## config.mk

```make
export PLATFORM = sky130hd
export DESIGN_NAME = delta_list_alarm_queue
export DESIGN_NICKNAME = d
export VERILOG_FILES = /design/src/rtl/dlaq_pkg.sv /design/src/rtl/dlaq_ram.sv /design/src/rtl/dlaq_scale.sv /design/src/rtl/delta_list_alarm_queue.sv
export SDC_FILE = /design/constraint.sdc
export NUM_CORES = 2
export LEC_CHECK = 0
export ABC_AREA = 1
export BUFFER_PORTS_ARGS = -buffer_cell sky130_fd_sc_hd__buf_2
export CAP_MARGIN = 20
export CORE_ASPECT_RATIO = 0.7
export CORE_MARGIN = 2
export CORE_UTILIZATION = 35
export DETAILED_ROUTE_END_ITERATION = 8
export GPL_ROUTABILITY_DRIVEN = 1
export PLACE_DENSITY = 0.53
export SETUP_SLACK_MARGIN = 0.2
export SYNTH_ARGS = -nofsm -noshare
export SYNTH_HDL_FRONTEND = slang
export SYNTH_SLANG_ARGS = --single-unit
```

## constraint.sdc

```tcl
create_clock -name clk -period 16.4 [get_ports clk]
set_clock_uncertainty 0.05 [all_clocks]
set_input_delay 2.46 -clock clk [delete_from_list [all_inputs] [get_ports clk]]
set_output_delay 2.46 -clock clk [all_outputs]
set_load 0.02 [all_outputs]
```

## src/rtl/dlaq_pkg.sv

```systemverilog
// ----------------------------------------------------------------------------
// dlaq_pkg: shared types and constants of the delta-list alarm queue
// Transaction payload structs, input kind codes and result kind codes.
// ----------------------------------------------------------------------------
package dlaq_pkg;

    localparam int DELTA_W = 21;
    localparam int TPS_W   = 14;

    localparam logic [1:0] KIND_INSERT = 2'd0;
    localparam logic [1:0] KIND_CANCEL = 2'd1;
    localparam logic [1:0] KIND_TICK   = 2'd2;

    localparam logic RES_INSERT = 1'b0;
    localparam logic RES_EXPIRE = 1'b1;

    typedef struct packed {
        logic [1:0]  kind;
        logic [15:0] delay_ms;
        logic [3:0]  slot_id;
    } in_item_t;

    typedef struct packed {
        logic       result_kind;
        logic [3:0] slot_index;
        logic       status;
        logic       was_canceled;
        logic       last;
    } out_item_t;

endpackage

```

## src/rtl/dlaq_ram.sv

```systemverilog
// ----------------------------------------------------------------------------
// dlaq_ram: generic single-port-write RAM with registered read
// One write port and one read port; read data is registered and appears in the cycle after its address.
// ----------------------------------------------------------------------------
module dlaq_ram #(
    parameter int WIDTH = 8,
    parameter int DEPTH = 16
) (
    input  logic                     clk,
    input  logic                     we,
    input  logic [$clog2(DEPTH)-1:0] waddr,
    input  logic [WIDTH-1:0]         wdata,
    input  logic [$clog2(DEPTH)-1:0] raddr,
    output logic [WIDTH-1:0]         rdata
);

    logic [WIDTH-1:0] mem [DEPTH];

    always_ff @(posedge clk)
    begin
        if (we)
        begin
            mem[waddr] <= wdata;
        end
        rdata <= mem[raddr];
    end

endmodule

```

## src/rtl/dlaq_scale.sv

```systemverilog
// ----------------------------------------------------------------------------
// dlaq_scale: millisecond to tick conversion
// Computes floor(ms * tps / 1000) as a multiply followed by a reciprocal
// multiply and one correction step, one register after each product.
// ----------------------------------------------------------------------------
module dlaq_scale
    import dlaq_pkg::*;
(
    input  logic               clk,
    input  logic [15:0]        ms,
    input  logic [TPS_W-1:0]   tps,
    output logic [DELTA_W-1:0] ticks
);

    // The product is below 2^30; ceil(2^40 / 1000) gives a quotient that is
    // at most one too large there, fixed by one compare.
    localparam logic [30:0] RECIP = 31'd1099511628;

    logic [29:0] prod_reg;
    logic [60:0] qprod_reg;
    logic [29:0] prod_d_reg;
    logic [20:0] q;
    logic [30:0] back;

    always_ff @(posedge clk)
    begin
        prod_reg   <= 30'(ms * tps);
        qprod_reg  <= 61'(prod_reg * RECIP);
        prod_d_reg <= prod_reg;
    end

    always_comb
    begin
        q    = qprod_reg[60:40];
        back = 31'(q * 11'd1000);
        if (back > {1'b0, prod_d_reg})
        begin
            ticks = q - 21'd1;
        end
        else
        begin
            ticks = q;
        end
    end

endmodule

```

## src/rtl/delta_list_alarm_queue.sv

```systemverilog
// ----------------------------------------------------------------------------
// delta_list_alarm_queue: delta-encoded alarm list over a slot pool
// Inserts, cancels and ticks alarms kept in a list sorted by expiry.
// ----------------------------------------------------------------------------
// Channel   Signals                        Direction
// in        in_valid, in_ready, in_data    item in
// out       out_valid, out_ready, out_data result out
// cfg       cfg_valid, cfg_ready, cfg_data ticks_per_second write
//
// Each insert list step reads the delta and next RAMs through their
// registered read port. A removed alarm is held one step before it is
// shown, so that its last flag is known. Each result waits in the output
// register until taken, which stalls the tick walk. Reset clears the busy
// and live bits, the list head and the control state, sets ticks_per_second
// to 1000 and does not clear the RAMs.
// ----------------------------------------------------------------------------
module delta_list_alarm_queue
    import dlaq_pkg::*;
#(
    parameter int NUM_SLOTS = 16
) (
    input  logic       clk,
    input  logic       rst_n,
    input  logic       in_valid,
    output logic       in_ready,
    input  in_item_t   in_data,
    output logic       out_valid,
    input  logic       out_ready,
    output out_item_t  out_data,
    input  logic       cfg_valid,
    output logic       cfg_ready,
    input  logic [TPS_W-1:0] cfg_data
);

    localparam int SW = $clog2(NUM_SLOTS);
    localparam int PW = SW + 1;
    localparam int MAX_RESULTS = 16;
    localparam logic [PW-1:0] NIL = PW'(NUM_SLOTS);

    typedef enum logic [3:0] {
        ST_IDLE, ST_SCALE, ST_WREAD, ST_WCMP, ST_LINK, ST_ACK,
        ST_TREAD, ST_TDEC, ST_TCHK, ST_TOUT
    } state_t;

    state_t state_reg;
    logic [NUM_SLOTS-1:0] busy_reg, live_reg;
    logic [PW-1:0] head_reg, walk_reg, prev_reg;
    logic [SW-1:0] free_reg;
    logic [DELTA_W-1:0] dt_reg;
    logic [TPS_W-1:0] tps_reg;
    logic [15:0] ms_reg;
    logic [2:0] wait_reg;
    logic [PW-1:0] steps_reg;
    logic [4:0] nres_reg;
    logic out_valid_reg;
    out_item_t out_reg;
    logic hold_valid_reg;
    out_item_t hold_reg;

    // RAM ports
    logic d_we, n_we;
    logic [SW-1:0] d_waddr, n_waddr, raddr;
    logic [DELTA_W-1:0] d_wdata, d_rdata;
    logic [PW-1:0] n_wdata, n_rdata;
    logic [DELTA_W-1:0] ticks;

    // Lowest free slot: priority search over busy bits.
    logic [SW-1:0] free_idx;
    logic          free_any;
    always_comb
    begin
        free_idx = '0;
        free_any = 1'b0;
        for (int i = NUM_SLOTS - 1; i >= 0; i--)
        begin
            if (!busy_reg[i])
            begin
                free_idx = SW'(i);
                free_any = 1'b1;
            end
        end
    end

    dlaq_scale u_scale (.clk(clk), .ms(ms_reg), .tps(tps_reg), .ticks(ticks));

    dlaq_ram #(.WIDTH(DELTA_W), .DEPTH(NUM_SLOTS)) u_delta (
        .clk(clk), .we(d_we), .waddr(d_waddr), .wdata(d_wdata),
        .raddr(raddr), .rdata(d_rdata)
    );
    dlaq_ram #(.WIDTH(PW), .DEPTH(NUM_SLOTS)) u_next (
        .clk(clk), .we(n_we), .waddr(n_waddr), .wdata(n_wdata),
        .raddr(raddr), .rdata(n_rdata)
    );

    assign in_ready  = (state_reg == ST_IDLE) && !out_valid_reg;
    assign cfg_ready = 1'b1;
    assign out_valid = out_valid_reg;
    assign out_data  = out_reg;

    logic out_free;
    assign out_free = !out_valid_reg || out_ready;

    // The tick walk stops at an empty list, a nonzero head or the result cap.
    logic tick_done;
    assign tick_done = (head_reg == NIL) || (d_rdata != '0)
                       || (nres_reg == 5'(MAX_RESULTS));

    logic out_load;
    assign out_load = (state_reg == ST_IDLE && in_valid && in_ready
                       && in_data.kind == KIND_INSERT && !free_any)
                      || (state_reg == ST_ACK)
                      || (state_reg == ST_TOUT && hold_valid_reg && out_free);

    // Read address follows the walk pointer or the head.
    always_comb
    begin
        raddr = (state_reg == ST_IDLE || state_reg == ST_TOUT
                 || state_reg == ST_TCHK || state_reg == ST_TREAD
                 || state_reg == ST_TDEC) ? head_reg[SW-1:0] : walk_reg[SW-1:0];
        if (state_reg == ST_SCALE || state_reg == ST_LINK)
        begin
            raddr = walk_reg[SW-1:0];
        end
    end

    // RAM writes
    always_comb
    begin
        d_we = 1'b0; d_waddr = walk_reg[SW-1:0]; d_wdata = d_rdata - dt_reg;
        n_we = 1'b0; n_waddr = free_reg; n_wdata = walk_reg;
        case (state_reg)
            ST_WCMP:
            begin
                if (walk_reg != NIL && steps_reg != NIL && d_rdata > dt_reg)
                begin
                    d_we = 1'b1;
                end
            end
            ST_LINK:
            begin
                // Write the new entry; prev's next pointer is written in ST_ACK.
                d_we = 1'b1; d_waddr = free_reg; d_wdata = dt_reg;
                n_we = 1'b1;
            end
            ST_ACK:
            begin
                if (prev_reg != NIL)
                begin
                    n_we = 1'b1; n_waddr = prev_reg[SW-1:0]; n_wdata = PW'(free_reg);
                end
            end
            ST_TDEC:
            begin
                if (d_rdata != '0)
                begin
                    d_we = 1'b1; d_waddr = head_reg[SW-1:0];
                    d_wdata = d_rdata - DELTA_W'(1);
                end
            end
            default: ;
        endcase
    end

    always_ff @(posedge clk or negedge rst_n)
    begin
        if (!rst_n)
        begin
            state_reg     <= ST_IDLE;
            busy_reg      <= '0;
            live_reg      <= '0;
            head_reg      <= NIL;
            tps_reg       <= TPS_W'(1000);
            out_valid_reg <= 1'b0;
            walk_reg <= NIL; prev_reg <= NIL; free_reg <= '0; dt_reg <= '0;
            ms_reg <= '0; wait_reg <= '0; steps_reg <= '0; nres_reg <= '0;
            out_reg <= '0;
            hold_valid_reg <= 1'b0;
            hold_reg <= '0;
        end
        else
        begin
            if (cfg_valid)
            begin
                tps_reg <= cfg_data;
            end
            if (out_load)
            begin
                out_valid_reg <= 1'b1;
            end
            else if (out_valid_reg && out_ready)
            begin
                out_valid_reg <= 1'b0;
            end
            case (state_reg)
                ST_IDLE:
                begin
                    if (in_valid && in_ready)
                    begin
                        case (in_data.kind)
                            KIND_INSERT:
                            begin
                                if (free_any)
                                begin
                                    free_reg  <= free_idx;
                                    ms_reg    <= in_data.delay_ms;
                                    wait_reg  <= '0;
                                    state_reg <= ST_SCALE;
                                end
                                else
                                begin
                                    out_reg <= '{RES_INSERT, 4'd0, 1'b1, 1'b0, 1'b1};
                                end
                            end
                            KIND_CANCEL:
                            begin
                                if (32'(in_data.slot_id) < NUM_SLOTS)
                                begin
                                    live_reg[SW'(in_data.slot_id)] <= 1'b0;
                                end
                            end
                            KIND_TICK:
                            begin
                                if (head_reg != NIL)
                                begin
                                    nres_reg  <= '0;
                                    state_reg <= ST_TREAD;
                                end
                            end
                            default: ;
                        endcase
                    end
                end
                ST_SCALE:
                begin
                    wait_reg <= wait_reg + 3'd1;
                    walk_reg <= head_reg;
                    prev_reg <= NIL;
                    steps_reg <= '0;
                    if (wait_reg == 3'd3)
                    begin
                        dt_reg    <= ticks;
                        state_reg <= ST_WREAD;
                    end
                end
                ST_WREAD:
                begin
                    state_reg <= ST_WCMP;
                end
                ST_WCMP:
                begin
                    if (walk_reg == NIL || steps_reg == NIL || d_rdata > dt_reg)
                    begin
                        state_reg <= ST_LINK;
                    end
                    else
                    begin
                        dt_reg    <= dt_reg - d_rdata;
                        prev_reg  <= walk_reg;
                        walk_reg  <= n_rdata;
                        steps_reg <= steps_reg + PW'(1);
                        state_reg <= ST_WREAD;
                    end
                end
                ST_LINK:
                begin
                    if (prev_reg == NIL)
                    begin
                        head_reg <= PW'(free_reg);
                    end
                    busy_reg[free_reg] <= 1'b1;
                    live_reg[free_reg] <= 1'b1;
                    state_reg <= ST_ACK;
                end
                ST_ACK:
                begin
                    out_reg   <= '{RES_INSERT, 4'(free_reg), 1'b0, 1'b0, 1'b1};
                    state_reg <= ST_IDLE;
                end
                ST_TREAD:
                begin
                    state_reg <= ST_TDEC;
                end
                ST_TDEC:
                begin
                    state_reg <= ST_TCHK;
                end
                ST_TCHK:
                begin
                    // Head read issued in this state is valid in ST_TOUT.
                    state_reg <= ST_TOUT;
                end
                ST_TOUT:
                begin
                    if (tick_done)
                    begin
                        if (!hold_valid_reg)
                        begin
                            state_reg <= ST_IDLE;
                        end
                        else if (out_free)
                        begin
                            out_reg <= '{hold_reg.result_kind, hold_reg.slot_index,
                                         hold_reg.status, hold_reg.was_canceled, 1'b1};
                            hold_valid_reg <= 1'b0;
                            state_reg      <= ST_IDLE;
                        end
                    end
                    else if (!hold_valid_reg || out_free)
                    begin
                        // Another removal follows, so the held one is not last.
                        if (hold_valid_reg)
                        begin
                            out_reg <= hold_reg;
                        end
                        hold_reg <= '{RES_EXPIRE, 4'(head_reg[SW-1:0]), 1'b0,
                                      !live_reg[head_reg[SW-1:0]], 1'b0};
                        hold_valid_reg <= 1'b1;
                        busy_reg[head_reg[SW-1:0]] <= 1'b0;
                        live_reg[head_reg[SW-1:0]] <= 1'b0;
                        head_reg  <= n_rdata;
                        nres_reg  <= nres_reg + 5'd1;
                        state_reg <= ST_TCHK;
                    end
                end
                default: state_reg <= ST_IDLE;
            endcase
        end
    end

    assert property (@(posedge clk) disable iff (!rst_n)
        out_valid && !out_ready |=> out_valid && $stable(out_data))
        else $error("result changed or dropped while waiting");
    assert property (@(posedge clk) disable iff (!rst_n)
        out_valid && out_data.result_kind == RES_INSERT |-> out_data.last)
        else $error("insert acknowledgment without last");
    assert property (@(posedge clk) disable iff (!rst_n)
        out_valid && out_data.result_kind == RES_EXPIRE |-> !out_data.status)
        else $error("expiry with nonzero status");

endmodule
```

==> out/results.ini <==
[run_status]
status = finished, final reports clean

[global_route]
grt_pass1_wl_um = 246000
grt_antenna_before_repair = 3
grt_pass1_vias = 40031
grt_remaining_overflow = 0
grt_max_degree = 122
track_usage_pct = 19.9

[worst_setup_path]
cp_data_arrival_time_ns = 7.85
critPathLaunchType = flop
cp.buffers_inverters = 2
rr_worst_depth = 23
cp_common_cell = nand2_1
slowest_stage = nand3b_1
crit_chain = inv_1 -> fa_1 -> fa_1 -> fa_1 -> fa_1 -> inv_1 -> ha_1 -> a21o_1 -> a21oi_1 -> o21ai_0 -> a31oi_1 -> o21ai_0 -> xor2_1 -> ha_1 -> nand2_1 -> nor3_1 -> nand4_1 -> nand3b_1 -> nand2_1 -> nand2_1 -> nand2_1 -> nand2_1 -> a21oi_1
required_ns = 16.93
r2r-end = dt_reg[18]
crit_family = adder cells
critPathMaxStageDelay_ns = 0.61
crit_type = reg -> reg
r2r_start = u_scale.qprod_reg[42]
path_max_fanout = 15
r2r_slack_ns = 9.08
cp-end-kind = flop

[clock_tree]
cts_tree = yes
cts_hold_buf = 0
cts_setup_buffers = 0
root_buffer = clkbuf_16
clock_latency_ns = 0.67
h-tree-depth = 3
ctsResizeCount = 0
cts_num_sinks = 658
clk_path_buf_depth = 3
clkTransAtPathRegs_ns = 0.07
numCtsBuffers = 71

[die]
initial_utilization_pct = 35.3
rows = 121
core-area_um2 = 156000
fp.dieW_um = 477
die_area_um2 = 160000
pin_count = 52
die_h_um = 335

[power]
switchingPower_w = 0.00367
p_seq_share_pct = 32.4
pwr-share-comb_pct = 46.8
intPower_w = 0.00449
sw_frac_of_total_pct = 45.0
powerDensity_nw_per_um2 = 136
power_frac_clock_pct = 20.8
irDropWorstVdd_uv = 141
cellLeakagePower_nw = 28.8

[finish]
fin_area_um2 = 60000
top_regs = u_delta.mem (336), u_next.mem (80)
largest_reg_flops = 336
regMostFlops = u_delta.mem
fill_cells = 15732
drive_gt1_share_pct = 5.34
layout.nets = 7045
area_growth_pct = 9.21

[synth]
ys.flop_type = edfxtp_1
yosysMostFrequentCell = inv_1
ys_warn_count = 0
synth_top_area_share_pct = 22.7
synth_cell_types = 72
syn_area_um2 = 54900
ys_top_cells_by_area = edfxtp_1 23%, fa_1 19%, ha_1 14%
postSynthCellCount = 5860
yosysTopAreaCell = edfxtp_1
synth_area_per_cell_um2 = 9.37
ys_seq_elements = 658
ys_top_cells_by_count = 1188 x inv_1, 795 x nand2_1, 624 x ha_1
synth_edf_count = 416
synthArstFlopShare_pct = 20.5
seq_area_frac_synth_pct = 32.8
syn-num-nets = 7042

[drt]
drc = 0
drt-total-wl_um = 160000
dr.pass1.iters = 6
drt_iter0_drc = 3840
wl_per_cell_um = 20.0
ant_nets = 0
vias = 40473
via_per_inst = 5.05

[worst_hold_path]
min_from = u_next.rdata[4]
hp-class = reg -> reg
holdPathEnd = head_reg[4]
hold_depth = 2

[sta]
rsz0062_at_grt = no
post-route-period-util_pct = 44.6
slew_violations = 0
fin_setup_tns_ns = 0
fin_crit_ns = 7.32
finalHoldViolations = 0
tightest_slew_ns = 1.10
slew_headroom_pct = 26.8
fmax_mhz = 137
final-setup-viol-count = 0

[job]
drv_cap = 0

[place]
dpl_cell_area_um2 = 57500
gp_congestion = 0.917
dpl.hpwl_um = 121000
io_buffers = 50

-- cells by family (layout without fill, tap and decap cells) --
| kind of cell | count (synthesis) | count (layout) | share of synthesized area (%) |
|---|---|---|---|
| mux | 14 | 14 | 0.287 |
| flops | 658 | 658 | 32.8 |
| simple gates | 1610 | 1610 | 12.0 |
| buf+inv | 1381 | 1442 | 9.83 |
| compound gates | 945 | 945 | 10.2 |
| xor+xnor | 110 | 110 | 1.75 |
| fa+ha+maj | 1141 | 1141 | 33.1 |
| other cells | 1 | 2 | 0.00683 |
-- power by group through the flow --
stage | logic [W] | clock network (W) | registers [W]
after floorplan | 0.00252 | 0 | 0.00261
after global placement | 0.00369 | 0 | 0.00268
after detailed placement | 0.00373 | 0 | 0.00268
after CTS | 0.00374 | 0.00174 | 0.00265
after global routing | 0.00420 | 0.00180 | 0.00266
final | 0.00382 | 0.00170 | 0.00264
-- metal layers --
metal	track usage, %	part of all wire, %
met5	0	0.014
met4	3.34	1.5
met1	32.0	52
met2	26.7	38
met3	4.81	8.6
-- cells in the final DEF, fill, tap and decap left out, types with 9 or more instances in the layout --
cell type	count
a21oi_1	226
clkinv_2	11
nand3_1	179
a31oi_1	34
o21bai_1	9
buf_4	50
nor2_1	492
buf_2	49
mux2_2	14
inv_1	1187
o221ai_1	98
nor4_1	14
o22ai_1	50
xnor2_1	34
ha_1	624
edfxtp_1	416
nor2_2	16
nor3_1	42
clkinv_1	9
o211ai_1	40
inv_2	13
fa_1	517
clkbuf_1	15
dfxtp_1	107
nand4_1	29
dfstp_2	9
o21ai_1	41
o21ai_0	361
clkbuf_16	72
xor2_1	76
nand2_1	795
a21o_1	25
nor2_4	15
dfrtp_1	126
-- through the flow --
| stage | hold slack (ns) | instances | total power [W] | worst slack, ns | utilization [%] |
|---|---|---|---|---|---|
| detailed placement | 0.405 | 7873 | 0.00641 | 9.16 | 36.9 |
| finish | 0.406 | 8013 | 0.00816 | 9.08 | 38.5 |
| global placement | 0.390 | 7868 | 0.00638 | 9.10 | 36.9 |
| global route | 0.439 | 8013 | 0.00866 | 8.45 | 38.5 |
| floorplan | 0.373 | 5860 | 0.00513 | 10.39 | - |
| CTS | 0.410 | 8004 | 0.00812 | 9.15 | 38.5 |
-- how the worst max path moves through the flow --
stage | from | end | slack (ns) | cells after the start
5_1_grt | u_scale.qprod_reg[42] | dt_reg[19] | 8.45 | 30
3_3_place_gp | u_scale.qprod_reg[42] | dt_reg[0] | 9.10 | 30
4_1_cts | u_scale.qprod_reg[42] | dt_reg[19] | 9.15 | 30
2_1_floorplan | u_scale.prod_reg[12] | u_scale.qprod_reg[60] | 10.39 | 26
6_report | u_scale.qprod_reg[42] | dt_reg[18] | 9.08 | 23
3_5_place_dp | u_scale.qprod_reg[42] | dt_reg[19] | 9.16 | 30
-- worst reg2reg max path: cells and delay by family (launching register included) --
family          cells  cell delay [ns]
simple gates        8             1.83
compound gates      6             1.69
fa+ha+maj           6             2.69
flops               1             0.50
xor+xnor            1             0.22
buf+inv             2             0.27
-- cell type report --
type                            instances  area, µm²  area share, %
Multi-Input combinational cell       3821      31600           52.8
Tap cell                             2091       2620           4.36
Clock inverter                         40        505          0.843
Clock buffer                           91       1910           3.19
Inverter                             1205       4530           7.55
Antenna cell                            1       2.50        0.00417
Sequential cell                       658      18000           30.1
Timing Repair Buffer                  106        747           1.25
(Power assumes the default switching activity.)
